===== config.mk =====
export PLATFORM = sky130hd
export DESIGN_NAME = bswd_ctrl
export DESIGN_NICKNAME = d
export VERILOG_FILES = /design/src/rtl/core/bswd_pkg.sv /design/src/rtl/core/bswd_ctrl.sv
export VERILOG_INCLUDE_DIRS = /design/src /design/src/rtl/core
export SDC_FILE = /design/constraint.sdc
export NUM_CORES = 1
export LEC_CHECK = 0
export ABC_AREA = 0
export BUFFER_PORTS_ARGS = -buffer_cell sky130_fd_sc_hd__buf_2
export CORE_AREA = 4 4 41 43
export DETAILED_ROUTE_END_ITERATION = 10
export DIE_AREA = 0 0 45 47
export PLACE_DENSITY = 0.76
export SYNTH_ARGS = -nofsm -noshare
export SYNTH_HDL_FRONTEND = slang
export SYNTH_SLANG_ARGS = --single-unit

===== constraint.sdc =====
create_clock -name clk -period 2.6 [get_ports clk]
set_clock_uncertainty 0.05 [all_clocks]
set_input_delay 0.52 -clock clk [delete_from_list [all_inputs] [get_ports clk]]
set_output_delay 0.52 -clock clk [all_outputs]
set_load 0.005 [all_outputs]

===== src/rtl/core/ble_adv_spam_window_detector_top_defines.svh =====
// Assertion macros used by the detector controller.
`ifndef BLE_ADV_SPAM_WINDOW_DETECTOR_TOP_DEFINES_SVH
`define BLE_ADV_SPAM_WINDOW_DETECTOR_TOP_DEFINES_SVH
`ifndef ASSERT_OFF
`define BSWD_ASSERT_NOW(lbl, ante, cons) \
	lbl: assert property (@(posedge clk) disable iff (!arst_n) (ante) |-> (cons)) \
		else $error("assertion failed");
`define BSWD_ASSERT_NEXT(lbl, ante, cons) \
	lbl: assert property (@(posedge clk) disable iff (!arst_n) (ante) |=> (cons)) \
		else $error("assertion failed");
`else
`define BSWD_ASSERT_NOW(lbl, ante, cons)
`define BSWD_ASSERT_NEXT(lbl, ante, cons)
`endif
`endif


===== src/rtl/core/bswd_pkg.sv =====
package bswd_pkg;

	localparam int TABLE_ENTRIES = 64;
	localparam int IDX_W = $clog2(TABLE_ENTRIES);
	localparam int MAC_W = 48;
	localparam int ENT_W = MAC_W + 2 + 8;

	localparam logic [1:0] ST_STORED  = 2'd0;
	localparam logic [1:0] ST_IGNORED = 2'd1;
	localparam logic [1:0] ST_DROPPED = 2'd2;
	localparam logic [1:0] ST_CHECK   = 2'd3;

	localparam logic [1:0] KIND_CONT  = 2'd0;
	localparam logic [1:0] KIND_FAST  = 2'd1;
	localparam logic [1:0] KIND_SWIFT = 2'd2;
	localparam logic [1:0] KIND_NONE  = 2'd3;

	localparam logic CFG_WINDOW = 1'b0;
	localparam logic CFG_THRESH = 1'b1;

	localparam logic signed [7:0] RSSI_MISSING = -8'sd100;
	localparam logic signed [7:0] RSSI_FLOOR   = -8'sd127;

	localparam logic [31:0] WINDOW_RESET = 32'd10000;
	localparam logic [6:0]  THRESH_RESET = 7'd5;

	typedef struct packed {
		logic in_ld;
		logic sight;
		logic exp_chk;
		logic inc_i;
		logic clr_i;
		logic pair_chk;
		logic ent_done;
		logic chk_done;
		logic out_ld;
	} cmd_t;

	typedef struct packed {
		logic op;
		logic last_i;
		logic j_at_i;
		logic out_free;
	} sts_t;

endpackage


===== src/rtl/core/bswd_ctrl.sv =====
`include "ble_adv_spam_window_detector_top_defines.svh"

module bswd_ctrl (
	input  logic           clk,
	input  logic           arst_n,
	input  logic           in_valid,
	output logic           in_ready,
	input  bswd_pkg::sts_t sts,
	output bswd_pkg::cmd_t cmd
);

	typedef enum logic [8:0] {
		S_IDLE     = 9'b000000001,
		S_DISPATCH = 9'b000000010,
		S_SIGHT    = 9'b000000100,
		S_EXP_RD   = 9'b000001000,
		S_EXP_WR   = 9'b000010000,
		S_PAIR_RD  = 9'b000100000,
		S_PAIR_CMP = 9'b001000000,
		S_RESULT   = 9'b010000000,
		S_FIN      = 9'b100000000
	} state_t;

	state_t state_q;
	state_t state_d;

	assign in_ready = (state_q == S_IDLE);

	always_comb begin
		state_d = state_q;
		cmd = '0;
		case (state_q)
			S_IDLE: begin
				if (in_valid) begin
					cmd.in_ld = 1'b1;
					cmd.clr_i = 1'b1;
					state_d = S_DISPATCH;
				end
			end
			S_DISPATCH: begin
				state_d = sts.op ? S_EXP_RD : S_SIGHT;
			end
			S_SIGHT: begin
				cmd.sight = 1'b1;
				state_d = S_FIN;
			end
			S_EXP_RD: begin
				state_d = S_EXP_WR;
			end
			S_EXP_WR: begin
				cmd.exp_chk = 1'b1;
				if (sts.last_i) begin
					cmd.clr_i = 1'b1;
					state_d = S_PAIR_RD;
				end else begin
					cmd.inc_i = 1'b1;
					state_d = S_EXP_RD;
				end
			end
			S_PAIR_RD: begin
				state_d = S_PAIR_CMP;
			end
			S_PAIR_CMP: begin
				if (!sts.j_at_i) begin
					cmd.pair_chk = 1'b1;
					state_d = S_PAIR_RD;
				end else begin
					cmd.ent_done = 1'b1;
					if (sts.last_i) begin
						state_d = S_RESULT;
					end else begin
						cmd.inc_i = 1'b1;
						state_d = S_PAIR_RD;
					end
				end
			end
			S_RESULT: begin
				cmd.chk_done = 1'b1;
				state_d = S_FIN;
			end
			S_FIN: begin
				// hold the result until the output register frees up
				if (sts.out_free) begin
					cmd.out_ld = 1'b1;
					state_d = S_IDLE;
				end
			end
			default: begin
				state_d = S_IDLE;
			end
		endcase
	end

	always_ff @(posedge clk or negedge arst_n) begin
		if (!arst_n) begin
			state_q <= S_IDLE;
		end else begin
			state_q <= state_d;
		end
	end

	`BSWD_ASSERT_NOW(a_state_onehot, 1'b1, $onehot(state_q))
	`BSWD_ASSERT_NEXT(a_accept_dispatch, in_valid && in_ready, state_q == S_DISPATCH)
	`BSWD_ASSERT_NEXT(a_fin_leaves, state_q == S_FIN && sts.out_free, state_q == S_IDLE)

endmodule

==> flow_summary.yaml <==
routing:
  wl_mm: 1.05
  vias_per_cell: 5.25
  num_vias: 483
  first_iter_violations: 10
  drt_first_pass_iters: 4
  postRouteAntennaNets: 0
  drc: 0
  wl_per_cell_um: 11.5
global_routing:
  grt_pass1_vias: 446
  met1_usage: 0.141
  overflow: 0
  grt.busiest_layer: "met2"
  grt_usage: 0.122
  grt_max_degree: 10
  grt.met2_usage: 0.201
  use_met3: 0.0345
  grt_pass1_wl_mm: 1.79
  grt_antenna_before_repair: 0
critical_path:
  max_stage_delay_ns: 0.42
  cp_slowest_cell: "dfrtp_1"
  cp_top_family: "simple AND/OR/NAND/NOR gates"
  crit_buf_inv: 1
  rrSetupSlack_ns: 1.00
  worst-setup-path-type: "reg -> out"
  critPathMaxFanout: 6
  crit_path_end_kind: "output port"
  critPathRequiredTime_ns: 2.03
  start_kind: "flop"
  cp.arrival_ns: 1.66
  worstPathCellList: "nor3_1 -> nand4_1 -> nor2_1 -> o21ba_2 -> buf_2"
clock_network:
  postCtsSetupRepairBufs: 0
  htreeDepth: 1
  clock_insertion_delay_worst_skew_ns: 0.26
  postCtsHoldBufs: 0
  cts_buffer_depth: 2
  cts_tree: "done"
  clk_pin_slew_ns: 0.06
  clock_sinks: 9
  cts-buffers-inserted: 3
  ctsRootBufferMaster: "clkbuf_4"
  cts_resized: 0
layout:
  regMostFlops: "state_q"
  reg_top3: "state_q: 9 flops"
  diodes: 0
  syn_to_final_growth_pct: 23.4
  instances_no_fill: 92
  final_nets: 85
  utilization: 0.513
  drive_gt1_frac: 0.364
  largest_register_ffs: 9
sta:
  setup_viol: 0
  tns_ns: 0
  min_period_ns: 2.23
  tightest_slew_ns: 0.368
  setup_slack_ns: 0.373
  rsz0062_at_grt: "no"
  finalHoldViolCount: 0
  fmax_mhz: 449
  period_share: 0.856
  relSlewSlack: 0.753
  slew_viol_final: 0
synth:
  async_flop_share: 1.00
  syn_area_per_cell_um2: 9.48
  synth_largest_area_cell: "dfrtp_1"
  yosys-top-cells-area: "dfrtp_1 37%, o21ai_0 5.6%, dfstp_2 4.9%, nor4b_1 4.9%, nor2b_1 4.6%"
  netlist_instances: 57
  synthesis.area_um2: 541
  synth_flop_cell: "dfrtp_1"
  yosysWarnings: 0
  synth.distinct_cells: 25
  ys_top_cells_by_count: "8 x dfrtp_1, 6 x o21ai_0, 5 x nor2_1"
  syn_nets: 64
  synth.top_cell.area_share: 0.370
  seq_area_frac_synth: 0.419
  ys_ff_latch: 9
  post-synth-top-count-cell: "dfrtp_1"
  synth_edf_count: 0
placement:
  post-place-ws_ns: 0.653
  hpwl_um: 865
  gp_congestion: 0.832
  dp_cells: 88
  port_buffers: 16
floorplan:
  core_um2: 1300
  initial_core_util: 0.415
  die_x_um: 45
  boundaryPins: 17
  dieArea_um2: 2120
  rows: 13
  die_h_um: 47
power_and_ir_drop:
  ir_drop_mv: 0.603
  leakage_nw: 0.340
  powerDensity_nw_per_um2: 762
  fin_total_pwr_mw: 0.508
run:
  drv_cap: 0
hold_path:
  hold_path.class: "in -> async"
outcome:
  status: "completed"
==> area by class of cell <==
type	count	area [um2]
fill	133	634
multi-input combinational	45	303
sequential	9	226
timing repair buffer	16	80.1
clock buffer	3	22.5
tap	15	18.8
inverter	3	11.3
clock inverter	1	5.00
==> cells by family after synthesis <==
logic type,count (synthesis),synth area share
flip-flops,9,0.419
XOR/XNOR,2,0.0324
buffers and inverters,3,0.0208
AO/OA/AOI/OAI,11,0.127
AND/OR/NAND/NOR,32,0.400
==> metal layers <==
metal	vias to the layer above	share of wire
met3	2	0.038
met1	224	0.45
met5	-	0
li1	249	-
met4	0	0.012
met2	8	0.50
==> metrics by stage <==
step | cell area [um2] | hold slack, ns
after floorplan | 541 | 0.174
after global placement | 639 | 0.330
after detailed placement | 639 | 0.333
after CTS | 667 | 0.0541
after global routing | 667 | 0.0523
final | 667 | 0.0456
==> report_power, final <==
| group | switching (mW) | total [mW] | internal, mW |
|---|---|---|---|
| combinational | 0.105 | 0.200 | 0.0948 |
| clock | 0.0498 | 0.107 | 0.0567 |
| sequential | 0.0326 | 0.202 | 0.169 |
| total | 0.187 | 0.508 | 0.321 |
==> worst reg2reg max path, delay by kind of cell (launching register included) <==
kind,cells,cell delay [ns]
DFF,1,0.45
and+or+nand+nor,3,0.90
AOI/OAI and AO/OA,1,0.12
==> placed cells by master, fill, tap and decap left out, types with 2 or more instances in the layout <==
cell type  instances
and2_1             3
buf_2             16
clkbuf_4           3
dfrtp_1            8
inv_1              3
nand2_1            4
nand2b_1           2
nor2_1             5
nor2b_1            4
nor3b_1            2
nor4b_1            3
o21ai_0            6
o22ai_1            2
xor2_1             2
==> path summary, 6_finish.rpt <==
kind / from / to / cells after the start
min: arst_n / state_q[2] / 1
min reg2reg: state_q[1] / state_q[4] / 1
max in group asynchronous: arst_n / state_q[0] / 1
max reg2reg: state_q[7] / state_q[3] / 4
min in group clk: sts[3] / state_q[2] / 2
max: state_q[1] / cmd[5] / 5
No activity file was read; power rests on OpenSTA's default activity.
